File: src/hdl/farthest_point_sampler_assert.svh
// Assertion helpers for the sampler. Both expect clk and rst_n in scope.
`ifndef FARTHEST_POINT_SAMPLER_ASSERT_SVH
`define FARTHEST_POINT_SAMPLER_ASSERT_SVH

// Same-cycle implication, disabled while reset is held.
`define FPS_ASSERT_NOW(lbl, ante, cons, msg) \
  lbl: assert property (@(posedge clk) disable iff (!rst_n) (ante) |-> (cons)) \
    else $error(msg);

// Next-cycle implication, disabled while reset is held.
`define FPS_ASSERT_NEXT(lbl, ante, cons, msg) \
  lbl: assert property (@(posedge clk) disable iff (!rst_n) (ante) |=> (cons)) \
    else $error(msg);

`endif

File: src/hdl/fps_pkg.sv
`timescale 1ns / 1ps
package fps_pkg;

  localparam int FPS_MAX_POINTS  = 1024;
  localparam int FPS_MAX_SAMPLES = 64;
  localparam int FPS_COORD_BITS  = 16;

  localparam int FIELD_W        = 16;
  localparam int IDX_OUT_W      = 10;
  localparam int CFG_W          = 7;
  localparam int IN_DATA_W      = 48;
  localparam int OUT_DATA_W     = 64;
  localparam int OUT_PAD_W      = OUT_DATA_W - IDX_OUT_W - 3 * FIELD_W;
  localparam logic [CFG_W-1:0] SAMPLE_COUNT_RESET = 7'd16;

  typedef enum logic [2:0] {
    ST_LOAD,
    ST_CTR_RD,
    ST_CAPTURE,
    ST_SWEEP,
    ST_DRAIN,
    ST_MARK
  } fps_state_t;

  // Control from the sequencer to the distance unit.
  typedef struct packed {
    logic issue;
    logic first_round;
    logic start_round;
    logic mark;
  } fps_sweep_ctl_t;

endpackage

File: src/hdl/fps_ctrl.sv
`timescale 1ns / 1ps
module fps_ctrl
  import fps_pkg::*;
#(
  parameter int MAX_POINTS  = FPS_MAX_POINTS,
  parameter int MAX_SAMPLES = FPS_MAX_SAMPLES,
  parameter int COORD_BITS  = FPS_COORD_BITS,
  localparam int IDX_W  = $clog2(MAX_POINTS),
  localparam int CNT_W  = $clog2(MAX_POINTS + 1),
  localparam int SCNT_W = $clog2(MAX_SAMPLES + 1),
  localparam int PT_W   = 3 * COORD_BITS,
  localparam int EXT_W  = (COORD_BITS > FIELD_W) ? COORD_BITS : FIELD_W
) (
  input  logic                         clk,
  input  logic                         rst_n,
  input  logic                         in_tvalid,
  output logic                         in_tready,
  input  logic [IN_DATA_W-1:0]         in_tdata,
  input  logic                         in_tlast,
  output logic                         out_tvalid,
  input  logic                         out_tready,
  output logic [OUT_DATA_W-1:0]        out_tdata,
  output logic                         out_tlast,
  input  logic                         cfg_valid,
  output logic                         cfg_ready,
  input  logic [CFG_W-1:0]             cfg_data,
  output logic                         pt_wr_en,
  output logic [IDX_W-1:0]             pt_wr_addr,
  output logic [PT_W-1:0]              pt_wr_data,
  output logic                         pt_rd_en,
  output logic [IDX_W-1:0]             pt_rd_addr,
  input  logic [PT_W-1:0]              pt_rd_data,
  output fps_sweep_ctl_t               sweep_ctl,
  output logic [IDX_W-1:0]             mark_idx,
  output logic signed [COORD_BITS-1:0] center_x,
  output logic signed [COORD_BITS-1:0] center_y,
  output logic signed [COORD_BITS-1:0] center_z,
  input  logic                         dist_busy,
  input  logic [IDX_W-1:0]             best_idx
);

  `include "farthest_point_sampler_assert.svh"

  fps_state_t state_r, state_nxt;

  logic [CFG_W-1:0]      sample_count_r;
  logic [CNT_W-1:0]      loaded_r, loaded_nxt;
  logic [SCNT_W-1:0]     want_r, want_nxt;
  logic [SCNT_W-1:0]     emitted_r, emitted_nxt;
  logic [IDX_W-1:0]      center_idx_r, center_idx_nxt;
  logic [IDX_W-1:0]      vid_r, vid_nxt;
  logic                  first_round_r, first_round_nxt;
  logic                  out_valid_r, out_valid_nxt;
  logic [OUT_DATA_W-1:0] out_data_r;
  logic                  out_last_r;
  logic signed [COORD_BITS-1:0] center_x_r, center_y_r, center_z_r;

  logic             in_acc;
  logic             store_room;
  logic             out_free;
  logic             cap_load;
  logic             cap_last;
  logic             sweep_end;
  logic [CNT_W-1:0] n_new;
  logic [31:0]      want_w;
  logic [EXT_W-1:0] ext_x, ext_y, ext_z;
  logic signed [COORD_BITS-1:0] qx, qy, qz;
  logic [31:0]      wide_x, wide_y, wide_z;

  assign in_acc     = in_tvalid && in_tready;
  assign store_room = (loaded_r < CNT_W'(MAX_POINTS));
  assign out_free   = !out_valid_r || out_tready;
  assign cap_last   = ({1'b0, emitted_r} + 1'b1) == {1'b0, want_r};
  assign sweep_end  = ({1'b0, vid_r} == (CNT_W'(loaded_r) - 1'b1));
  assign cap_load   = (state_r == ST_CAPTURE) && out_free;

  // Next state.
  always_comb begin
    state_nxt = state_r;
    case (state_r)
      ST_LOAD: begin
        if (in_acc && in_tlast) state_nxt = ST_CTR_RD;
      end
      ST_CTR_RD: begin
        state_nxt = ST_CAPTURE;
      end
      ST_CAPTURE: begin
        if (out_free) state_nxt = cap_last ? ST_LOAD : ST_SWEEP;
      end
      ST_SWEEP: begin
        if (sweep_end) state_nxt = ST_DRAIN;
      end
      ST_DRAIN: begin
        if (!dist_busy) state_nxt = ST_MARK;
      end
      ST_MARK: begin
        state_nxt = ST_CTR_RD;
      end
      default: begin
        state_nxt = ST_LOAD;
      end
    endcase
  end

  // Outputs decoded from the state.
  always_comb begin
    in_tready             = 1'b0;
    pt_rd_en              = 1'b0;
    pt_rd_addr            = center_idx_r;
    sweep_ctl.issue       = 1'b0;
    sweep_ctl.mark        = 1'b0;
    sweep_ctl.start_round = 1'b0;
    sweep_ctl.first_round = first_round_r;
    case (state_r)
      ST_LOAD: begin
        in_tready = 1'b1;
      end
      ST_CTR_RD: begin
        pt_rd_en = 1'b1;
      end
      ST_CAPTURE: begin
        sweep_ctl.start_round = out_free && !cap_last;
      end
      ST_SWEEP: begin
        pt_rd_en        = 1'b1;
        pt_rd_addr      = vid_r;
        sweep_ctl.issue = 1'b1;
      end
      ST_MARK: begin
        sweep_ctl.mark = 1'b1;
      end
      default: begin
      end
    endcase
  end

  // Point write path: the low COORD_BITS of each zero-extended field.
  always_comb begin
    ext_x      = EXT_W'(in_tdata[FIELD_W-1:0]);
    ext_y      = EXT_W'(in_tdata[2*FIELD_W-1:FIELD_W]);
    ext_z      = EXT_W'(in_tdata[3*FIELD_W-1:2*FIELD_W]);
    pt_wr_en   = in_acc && store_room;
    pt_wr_addr = loaded_r[IDX_W-1:0];
    pt_wr_data = {ext_z[COORD_BITS-1:0], ext_y[COORD_BITS-1:0], ext_x[COORD_BITS-1:0]};
  end

  // Sample count clamped to [1, MAX_SAMPLES] and to the points held.
  always_comb begin
    n_new  = store_room ? (loaded_r + 1'b1) : loaded_r;
    want_w = (sample_count_r == '0) ? 32'd1 : 32'(sample_count_r);
    if (want_w > 32'(MAX_SAMPLES)) want_w = 32'(MAX_SAMPLES);
    if (want_w > 32'(n_new)) want_w = 32'(n_new);
  end

  always_comb begin
    qx     = pt_rd_data[COORD_BITS-1:0];
    qy     = pt_rd_data[2*COORD_BITS-1:COORD_BITS];
    qz     = pt_rd_data[3*COORD_BITS-1:2*COORD_BITS];
    wide_x = {{(32-COORD_BITS){qx[COORD_BITS-1]}}, qx};
    wide_y = {{(32-COORD_BITS){qy[COORD_BITS-1]}}, qy};
    wide_z = {{(32-COORD_BITS){qz[COORD_BITS-1]}}, qz};
  end

  // Register updates.
  always_comb begin
    loaded_nxt      = loaded_r;
    want_nxt        = want_r;
    emitted_nxt     = emitted_r;
    center_idx_nxt  = center_idx_r;
    vid_nxt         = vid_r;
    first_round_nxt = first_round_r;
    out_valid_nxt   = out_valid_r && !out_tready;
    if (in_acc) begin
      loaded_nxt = n_new;
      if (in_tlast) begin
        want_nxt       = SCNT_W'(want_w);
        emitted_nxt    = '0;
        center_idx_nxt = '0;
      end
    end
    if (cap_load) begin
      out_valid_nxt = 1'b1;
      emitted_nxt   = emitted_r + 1'b1;
      vid_nxt       = '0;
      if (cap_last) begin
        loaded_nxt      = '0;
        first_round_nxt = 1'b1;
      end
    end
    if (state_r == ST_SWEEP) begin
      vid_nxt = vid_r + 1'b1;
    end
    if (state_r == ST_MARK) begin
      center_idx_nxt  = best_idx;
      first_round_nxt = 1'b0;
    end
  end

  always_ff @(posedge clk) begin
    if (!rst_n) begin
      state_r        <= ST_LOAD;
      sample_count_r <= SAMPLE_COUNT_RESET;
      loaded_r       <= '0;
      want_r         <= '0;
      emitted_r      <= '0;
      center_idx_r   <= '0;
      vid_r          <= '0;
      first_round_r  <= 1'b1;
      out_valid_r    <= 1'b0;
    end else begin
      state_r       <= state_nxt;
      loaded_r      <= loaded_nxt;
      want_r        <= want_nxt;
      emitted_r     <= emitted_nxt;
      center_idx_r  <= center_idx_nxt;
      vid_r         <= vid_nxt;
      first_round_r <= first_round_nxt;
      out_valid_r   <= out_valid_nxt;
      if (cfg_valid && cfg_ready) begin
        sample_count_r <= cfg_data;
      end
    end
  end

  // The captured point is both the word to send and the next centre.
  always_ff @(posedge clk) begin
    if (cap_load) begin
      out_data_r <= {{OUT_PAD_W{1'b0}}, wide_z[FIELD_W-1:0], wide_y[FIELD_W-1:0],
                     wide_x[FIELD_W-1:0], IDX_OUT_W'(32'(center_idx_r))};
      out_last_r <= cap_last;
      center_x_r <= qx;
      center_y_r <= qy;
      center_z_r <= qz;
    end
  end

  assign cfg_ready  = 1'b1;
  assign out_tvalid = out_valid_r;
  assign out_tdata  = out_data_r;
  assign out_tlast  = out_last_r;
  assign mark_idx   = center_idx_nxt;
  assign center_x   = center_x_r;
  assign center_y   = center_y_r;
  assign center_z   = center_z_r;

  `FPS_ASSERT_NOW(a_emit_bound, state_r != ST_LOAD, emitted_r < want_r, "sample count overrun")
  `FPS_ASSERT_NOW(a_set_nonempty, state_r != ST_LOAD, loaded_r != '0, "sampling an empty set")
  `FPS_ASSERT_NEXT(a_cap_word, cap_load, out_valid_r, "captured sample not presented")

endmodule

File: config.mk
export PLATFORM = sky130hd
export DESIGN_NAME = fps_ctrl
export DESIGN_NICKNAME = d
export VERILOG_FILES = /design/src/hdl/fps_pkg.sv /design/src/hdl/fps_ctrl.sv
export VERILOG_INCLUDE_DIRS = /design/src /design/src/hdl
export SDC_FILE = /design/constraint.sdc
export NUM_CORES = 1
export LEC_CHECK = 0
export ABC_AREA = 1
export BUFFER_PORTS_ARGS = -buffer_cell sky130_fd_sc_hd__buf_4
export CAP_MARGIN = 20
export CORE_AREA = 2 2 124 126
export DETAILED_ROUTE_END_ITERATION = 10
export DIE_AREA = 0 0 126 128
export PLACE_DENSITY = 0.77
export SYNTH_ARGS = -nofsm -noshare
export SYNTH_HDL_FRONTEND = slang
export SYNTH_SLANG_ARGS = --single-unit
File: constraint.sdc
create_clock -name clk -period 3.01 [get_ports clk]
set_input_delay 0.602 -clock clk [delete_from_list [all_inputs] [get_ports clk]]
set_output_delay 0.602 -clock clk [all_outputs]
set_load 0.005 [all_outputs]
# ---- Word level (Yosys, flattened, before mapping)
# Cells that the tools add are included.
dict set report word_totals {
  ff_bits 164
  inputBits 120
  out_inout_bits 200
  wordCells 86
}
dict set report op_classes {
  add_sub_neg 5
  magnitude_cmp 3
  n_eq_ne 11
  mux 31
  reduce_logical 22
}
# cell n
set op_table {}
lappend op_table {{10-bit two-way mux} 6}
lappend op_table {{11-bit two-way mux} 4}
lappend op_table {{7-bit two-way mux} 6}
lappend op_table {{3-bit case mux with 6 select lines} 1}
lappend op_table {{3-bit two-way mux} 4}
lappend op_table {{11-bit by 1-bit adder with 11-bit output (second input constant)} 1}
lappend op_table {{10-bit by 11-bit equality test with 1-bit output} 1}
lappend op_table {{7-bit by 11-bit > comparator with 1-bit output} 1}
lappend op_table {{11-bit less-than comparator (second input constant)} 1}
lappend op_table {{11-bit by 1-bit subtractor with 11-bit output (second input constant)} 1}
lappend op_table {{10-bit by 1-bit adder with 10-bit output (second input constant)} 1}
lappend op_table {{2-bit nonzero test} 5}
lappend op_table {{1-bit two-way mux} 9}
lappend op_table {{7-bit by 1-bit adder with 8-bit output (second input constant)} 1}
lappend op_table {{8-bit by 7-bit equality test with 1-bit output} 1}
lappend op_table {{2-bit != test (second input constant)} 4}
lappend op_table {{7-bit by 1-bit adder with 7-bit output (second input constant)} 1}
lappend op_table {{7-bit > comparator (second input constant)} 1}
lappend op_table {{7-bit zero test} 1}
lappend op_table {{3-bit by 2-bit equality test with 1-bit output (second input constant)} 2}
lappend op_table {{3-bit equality test (second input constant)} 2}
lappend op_table {{1-bit logical AND} 6}
lappend op_table {{2-bit AND reduction} 3}
lappend op_table {{4-bit AND reduction} 1}
lappend op_table {{other kinds (6)} 8}

# ---- Depth between registers and ports, before layout
# Gate-level depths: netlist of run 1.
dict set report logic_depth {
  ltp_word 6
  mapped_depth 19
  depth_no_buf 18
}

# ---- Least setup slack after synthesis of run 1
# Ideal clock, no wire load.
dict set report synth_path {
  path_kind {reg-to-reg}
  startpoint {register loaded_r[0]}
  endpoint {register want_r[4]}
  setup_ns 0.109
  arrival_ns 2.341
  required_ns 2.901
  setup_slack_ns 0.560
  path_stages_with_launch 18
  n_path_buf 0
  synth_period_minus_slack_ns 2.450
  path_cell_list {dfxtp_1 > inv_1 > ha_1 > inv_1 > o21ai_0 > inv_1 > ha_1 > nand2_1 > o21ai_0 > nand2_1 > o211ai_1 > nand2_1 > nor2_4 > nand3_4 > nand2_1 > nand3_1 > nand2_1 > inv_1}
}
dict set report synth_between {
  elab_chain_len 4
  word_cells_on_any_way 5
  cone_classes {add/sub (1); order compare (2); mux (2)}
}
# element line_no
set synth_lines {}
lappend synth_lines {{start: declaration} fps_ctrl.sv:47} ;# logic [CNT_W-1:0] loaded_r, loaded_nxt;
lappend synth_lines {{start signal: assignment} fps_ctrl.sv:212} ;# loaded_r <= loaded_nxt;
lappend synth_lines {{11-bit by 1-bit adder with 11-bit output / 11-bit less-than comparator (equally long branches)} {fps_ctrl.sv:149, fps_ctrl.sv:71}}
lappend synth_lines {{11-bit two-way mux (*)} fps_ctrl.sv:149} ;# n_new = store_room ? (loaded_r + 1'b1) : loaded_r;
lappend synth_lines {{7-bit by 11-bit > comparator with 1-bit output} fps_ctrl.sv:152} ;# if (want_w > 32'(n_new)) want_w = 32'(n_new);
lappend synth_lines {{7-bit two-way mux (*)} fps_ctrl.sv:152}
lappend synth_lines {{end signal: assignment} fps_ctrl.sv:213} ;# want_r <= want_nxt;
lappend synth_lines {{end: declaration} fps_ctrl.sv:48} ;# logic [SCNT_W-1:0] want_r, want_nxt;
# Every way passes the cells marked *; elsewhere a longest branch is shown, timed or not.
# A chain may end at the register's enable or synchronous reset.

# ---- Final worst setup path of run 1
dict set report layout_path {
  startpoint {register state_r[2]}
  endpoint {output mark_idx[9]}
}
dict set report layout_between {
  elab_chain_len 5
  word_cells_on_any_way 6
  cone_classes {eq/ne (1); mux (3); reduce/logical (2)}
}
# element line_no
set layout_lines {}
lappend layout_lines {{start: declaration} fps_ctrl.sv:44} ;# fps_state_t state_r, state_nxt;
lappend layout_lines {{start signal: assignment} fps_ctrl.sv:211} ;# state_r <= state_nxt;
lappend layout_lines {{3-bit zero test} fps_ctrl.sv:114} ;# case (state_r)
lappend layout_lines {{1-bit two-way mux} fps_ctrl.sv:114}
lappend layout_lines {{1-bit logical AND} fps_ctrl.sv:70} ;# assign in_acc = in_tvalid && in_tready;
lappend layout_lines {{10-bit two-way mux} fps_ctrl.sv:173} ;# if (in_acc) begin
lappend layout_lines {{10-bit two-way mux (*)} fps_ctrl.sv:193} ;# if (state_r == ST_MARK) begin
lappend layout_lines {{end: declaration} fps_ctrl.sv:34} ;# output logic [IDX_W-1:0] mark_idx,
# Marked as above.

==> flow_summary_export.csv, run 1 <==
group,metric,value,unit
yosys,synth_warnings,0,
route,routed_wirelength,17500,um
yosys,ys_ff_latch,116,
clock_network,cts_tree,"yes",
yosys,avgSynthCellArea,8.31,um2
route,drtIter0Drc,285,
worst_setup_path,slowest_stage,"dfxtp_1",
yosys,synth_cells,772,
worst_setup_path,crit_path_end_kind,"primary output",
grt,antenna_found_initial,2,
clock_network,worstSkewPairLatency,0.42,ns
grt,grt_pass1_wl,26600,um
yosys,yosys.cell_types.count,43,
placed_design,portBuffers,216,
timing,fmax,0.359,GHz
timing,slew_violations,0,
layout,seq_area,2920,um2
layout,drive_gt1_share,31.8,%
yosys,ys_seq_area_share,45.4,%
worst_setup_path,crit_type,"reg -> out",
floorplan,die-height,128,um
grt,track_usage,21.7,%
grt,grt.overflow.total,0,
timing,rsz0062_at_grt,"false",
worst_setup_path,critPathLaunchType,"flip-flop",
floorplan,die_w,126,um
placed_design,dp_hpwl,13900,um
yosys,syn_area,6410,um2
worst_setup_path,cp_data_arrival_time,2.18,ns
floorplan,start_util,43.1,%
timing,period_needed,2.79,ns
grt,grt_max_degree,36,
outcome,status,"finished, final reports clean",
power,ir_drop,0.412,mV
layout,nets,1018,
run,drv_cap,0,
timing,skew,0.00871,ns
clock_network,root_buffer,"clkbuf_16",
layout,syn_to_final_growth,25.1,%
timing,hold_viol,0,
worst_setup_path,path_cells,"nor3_2 -> nand2_1 -> inv_1 -> nand2_1 -> nand3_1 -> nand2_1 -> buf_4",
worst_setup_path,worstPathMaxFanout,11,
clock_network,h-tree-depth,4,
route,drc,0,
grt,gr-max-usage-layer,"met2",
power,p_leak,3.67,nW
floorplan,core,14900,um2
route,antenna_left,0,
layout,multiInputGateArea,2210,um2
worst_setup_path,crit_path_frequent_cell,"nand2_1",
floorplan,dieArea,16100,um2
clock_network,clk_pin_slew,0.06,ns
timing,fin_crit_sh,92.5,%
clock_network,hold_buffers,0,
grt,use_met1,26.4,%
floorplan,num_io_pins,320,
route,drt-pass1-iter-count,5,
placed_design,routabilityCongestion,0.906,
clock_network,clock_path_buffers,2,
grt,grt_pass1_vias,4978,
worst_setup_path,critPathBufInv,2,
worst_setup_path,max_stage_delay,0.35,ns
placed_design,dp.cells,1056,
worst_setup_path,path_delay_family,"simple AND/OR/NAND/NOR gates",
route,avgRoutedWirePerCell,16.1,um
clock_network,cts_buffers,17,
layout,fill_cells,1386,
grt,globalRouteMet3Util,8.01,%
route,num_vias,5331,
timing,setup_violations,0,
hold_path,hold_path.class,"in -> reg",
clock_network,clkSinkCount,116,
route,vias_per_cell,4.90,
worst_setup_path,required,2.41,ns
floorplan,row_count,45,
layout,fin_cells,1089,
power,cellPowerDensity,773,nW/um2
timing,tns,0,ns
grt,use_met2,35.3,%
==> routing by layer <==
layer  up-vias  share of wire [%]
li1       2638                  -
met1      2409                 41
met2       255                 48
met3        25                9.0
met4         4                1.8
met5         -               0.38
==> where the power goes <==
part           switching, mW  internal (mW)
clock                  0.752           1.31
combinational           1.15          0.847
sequential             0.220           1.92
total                   2.13           4.07
==> cells by family (layout without fill, tap and decap cells) <==
kind of cell,count (synthesis),count (layout),synth area share [%]
DFF,116,116,45.4
adders and majority gates,11,11,2.15
and+or+nand+nor,311,311,21.4
other,2,8,0.117
buffers and inverters,229,352,20.6
AOI/OAI and AO/OA,93,93,8.35
xor gates and xnor gates,10,10,1.95
==> synth_stat cells (all sizes together) <==
library cell  instances  area, um2
a21oi                45        229
buf                 124        918
ha                   11        138
edfxtp               59       1770
nand4                13       87.6
o31ai                 1       7.51
xnor2                 3       26.3
a211oi                4       30.0
clkbuf               10       38.8
o21ai                28        140
a221oi                3       26.3
clkinv                1       3.75
o2111ai              10       87.6
conb                  2       7.51
nor4                  1       6.26
nand3                61        323
xor2                  7       98.8
nor3                  3       20.0
o211ai                1       7.51
nand2               176        668
inv                  94        358
or2                   2       12.5
dfxtp                57       1140
o21bai                1       7.51
nor2                 55        258
==> flip-flops by register name, indices dropped and copies added (netlist names) <==
register,cells
first_round_r,1
center_y,15
sample_count_r,7
emitted_r,7
center_idx_r,10
want_r,7
loaded_r,11
vid_r,10
center_x,15
center_z,16
state_r,3
out_tdata,12
out_tvalid,1
out_tlast,1
==> layout make-up <==
class                      count  area share [%]
inverter                      95            4.51
multi-input combinational    432            27.5
clock buffer                  17            5.30
tap                          188            2.93
antenna                        1          0.0312
sequential                   116            36.4
timing repair buffer         225            21.1
clock inverter                15            2.26
==> through the flow <==
step | power (mW) | hold WS (ns) | area (um2) | utilization [%] | setup WS [ns]
finish | 6.20 | 0.359 | 8020 | 54.0 | 0.225
floorplan | 3.55 | 0.431 | 6430 | - | 0.560
global route | 6.60 | 0.338 | 8020 | 54.0 | 0.0335
detailed placement | 4.16 | 0.443 | 7410 | 49.8 | 0.191
global placement | 4.14 | 0.443 | 7410 | 49.8 | 0.292
CTS | 6.24 | 0.340 | 8010 | 53.9 | 0.127
==> repair_timing <==
action	4_1_cts	5_1_grt
buffers inserted	0	0
setup endpoints to repair	0	8
gates resized for setup	0	5
==> final timing paths <==
path	start	cells past startpoint	slack, ns	endpoint
worst max register to register	loaded_r[1]	17	0.32	want_r[1]
worst min-delay path	pt_rd_data[26]	1	0.36	center_y[10]
worst min register to register	center_idx_r[8]	0	0.46	out_tdata[8]
worst max-delay path	state_r[2]	7	0.22	mark_idx[9]
==> worst register-to-register path, delay by kind of cell, from the launching register on <==
family / cells / cell delay, ns
compound gates: 1 / 0.08
buf+inv: 2 / 0.11
xor+xnor: 1 / 0.21
flops: 1 / 0.40
fa+ha+maj: 2 / 0.51
simple gates: 11 / 1.27
==> cells in the final DEF (no fill, tap or decap), drive strengths merged <==
| cell type | synthesis | final |
|---|---|---|
| buf | 124 | 225 |
| nand2 | 176 | 176 |
| inv | 94 | 97 |
| nand3 | 61 | 61 |
| edfxtp | 59 | 59 |
| dfxtp | 57 | 57 |
| nor2 | 55 | 55 |
| a21oi | 45 | 45 |
| o21ai | 28 | 28 |
| clkbuf | 10 | 17 |
| nand4 | 13 | 13 |
| ha | 11 | 11 |
| o2111ai | 10 | 10 |
| conb | 2 | 7 |
| xor2 | 7 | 7 |
| clkinv | 1 | 6 |
| a211oi | 4 | 4 |
| clkinvlp | 0 | 4 |
| xnor2 | 3 | 3 |
| a221oi | 3 | 3 |
| bufinv | 0 | 3 |
| nor3 | 3 | 3 |
| or2 | 2 | 2 |
| diode | 0 | 1 |
| nor4 | 1 | 1 |
| o21bai | 1 | 1 |
| o211ai | 1 | 1 |
| o31ai | 1 | 1 |
Note: power is estimated with default switching activity, not from simulation.
==> inputs of run 2 (changes only) <==
--- a/config.mk
+++ b/config.mk
@@ -9,10 +9,11 @@
 export ABC_AREA = 1
 export BUFFER_PORTS_ARGS = -buffer_cell sky130_fd_sc_hd__buf_4
 export CAP_MARGIN = 20
-export CORE_AREA = 2 2 124 126
+export CORE_MARGIN = 2
+export CORE_UTILIZATION = 43
+export CTS_BUF_LIST = sky130_fd_sc_hd__clkbuf_4
 export DETAILED_ROUTE_END_ITERATION = 10
-export DIE_AREA = 0 0 126 128
-export PLACE_DENSITY = 0.77
+export PLACE_DENSITY = 0.79
 export SYNTH_ARGS = -nofsm -noshare
 export SYNTH_HDL_FRONTEND = slang
 export SYNTH_SLANG_ARGS = --single-unit
==> constraint.sdc (replaced) <==
create_clock -name clk -period 2.35 [get_ports clk]
set_input_delay 0.47 -clock clk [delete_from_list [all_inputs] [get_ports clk]]
set_output_delay 0.47 -clock clk [all_outputs]
set_load 0.005 [all_outputs]
==> run 2 against run 1 <==
The run now ends with setup timing left. Register-to-register slack got worse by 0.42 ns. Highest routed layer is now met4. Via count increased by 9.4%. Non-clock buffer count increased by 70. Critical path depth increased by 2. Critical path type unchanged. Routed wire length increased by 16%. Worst hold slack got worse by 0.28 ns.
==> flow_summary_export.csv, run 2 (synthesis results as in run 1) <==
group,metric,value,unit
outcome,status,"finished with violations",
outcome,failed_checks,"setup timing",
clock_network,clkSinkCount,116,
worst_setup_path,cp_data_arrival_time,2.04,ns
grt,track_usage,23.0,%
timing,rsz0062_at_grt,"true",
floorplan,core,14500,um2
route,drc,0,
grt,antenna_found_initial,0,
worst_setup_path,required,1.88,ns
clock_network,clk_pin_slew,0.13,ns
timing,holdWs,0.0804,ns
placed_design,dp_hpwl,14900,um
worst_setup_path,critPathLaunchType,"flip-flop",
layout,drive_gt1_share,46.4,%
timing,fin_crit_sh,107,%
clock_network,cts_tree,"yes",
timing,hold_viol,0,
grt,grt_max_degree,43,
layout,most-common-layout-cells,"buf_4 (281), nand2_1 (148), inv_1 (76), edfxtp_1 (59), dfxtp_1 (45)",
clock_network,clock_path_buffers,2,
route,vias_per_cell,5.04,
timing,worst_slack,-0.164,ns
floorplan,num_io_pins,320,
floorplan,start_util,44.1,%
route,drtIter0Drc,396,
clock_network,worstSkewPairLatency,0.55,ns
layout,largest_reg_flops,16,
worst_setup_path,r2r_slack,-0.10,ns
power,p_leak,3.97,nW
route,num_vias,5832,
layout,syn_to_final_growth,36.9,%
clock_network,h-tree-depth,4,
timing,period_needed,2.51,ns
power,ir_drop,0.655,mV
placed_design,portBuffers,216,
hold_path,hold_path.class,"in -> reg",
floorplan,row_count,44,
worst_setup_path,crit_type,"reg -> out",
power,cellPowerDensity,894,nW/um2
clock_network,root_buffer,"clkbuf_4",
layout,antenna_cells,0,
clock_network,cts_buffers,17,
timing,fmax,0.398,GHz
clock_network,hold_buffers,0,
placed_design,routabilityCongestion,0.925,
route,routed_wirelength,20300,um
layout,final_common_cell,"buf_4",
timing,setup_violations,18,
grt,grt_pass1_wl,27900,um
worst_setup_path,worstPathMaxFanout,5,
placed_design,dp_slack,-0.104,ns
route,avgRoutedWirePerCell,17.5,um
grt,grt_pass1_vias,5070,
floorplan,dieArea,15900,um2
timing,slew_violations,0,
layout,nets,1090,
floorplan,die_w,126,um
route,antenna_left,0,
grt,grt.overflow.total,0,
route,drt-pass1-iter-count,6,
worst_setup_path,crit_path_end_kind,"primary output",
floorplan,die-height,126,um
run,drv_cap,0,
timing,skew,0.0171,ns
==> run 2: what timing repair did <==
| item | CTS | global route |
|---|---|---|
| gates cloned | 0 | 4 |
| setup buffers | 14 | 23 |
| gates resized for setup | 46 | 107 |
| setup endpoints to repair | 26 | 31 |
| pin swaps | 27 | 36 |
==> run 2: final cells by class <==
type / instances / area (um2)
repair inverters: 2 / 11.3
well taps: 184 / 230
clock buffers: 17 / 128
flip-flops and latches: 116 / 2940
multi-input cells: 432 / 2640
clock inverters: 15 / 170
repair buffers: 295 / 2280
fillers: 1224 / 5760
inverters: 95 / 380
==> run 2: worst paths after layout <==
| check | start | endpoint | cells past startpoint |
|---|---|---|---|
| setup / recovery | emitted_r[0] | sweep_ctl[1] | 9 |
| hold / removal | pt_rd_data[19] | center_y[3] | 1 |
| setup reg to reg | loaded_r[1] | want_r[3] | 17 |
| hold reg to reg | center_idx_r[8] | out_tdata[8] | 0 |
==> run 2: per-stage QoR <==
stage               std cells  power (mW)  instance area [um2]  util, %  setup TNS, ns
floorplan                 777        4.55                 6430        -              0
global route             1156        8.33                 8780     60.4          -3.92
global placement         1084        5.56                 7660     52.7         -0.166
CTS                      1130        7.43                 8240     56.7         -0.527
finish                   1156        7.85                 8780     60.4          -1.01
detailed placement       1084        5.62                 7660     52.7         -0.599
==> run 2: critical path, cell delays in order (launching register included) <==
cell and delay (ns):
dfxtp_4 0.38, ha_4 0.17, or2_4 0.24, nand3_2 0.05, nand3_1 0.08, nor2_1 0.10, nand4_1 0.16, nand2_1 0.13
nor2_1 0.05, buf_4 0.13
==> run 2: metal layers <==
metal	wire length [um]	track usage, %	part of all wire, %
met4	432	6.53	2.1
met5	0	0	0
met3	1580	7.52	7.8
met1	7990	28.1	39
met2	10300	39.0	51
==> run 2: where the power goes <==
part	switching (mW)	leakage, nW	internal, mW
Clock	0.896	0.157	0.661
Combinational	1.86	2.81	1.66
Sequential	0.299	1.01	2.47
Total	3.05	3.97	4.80
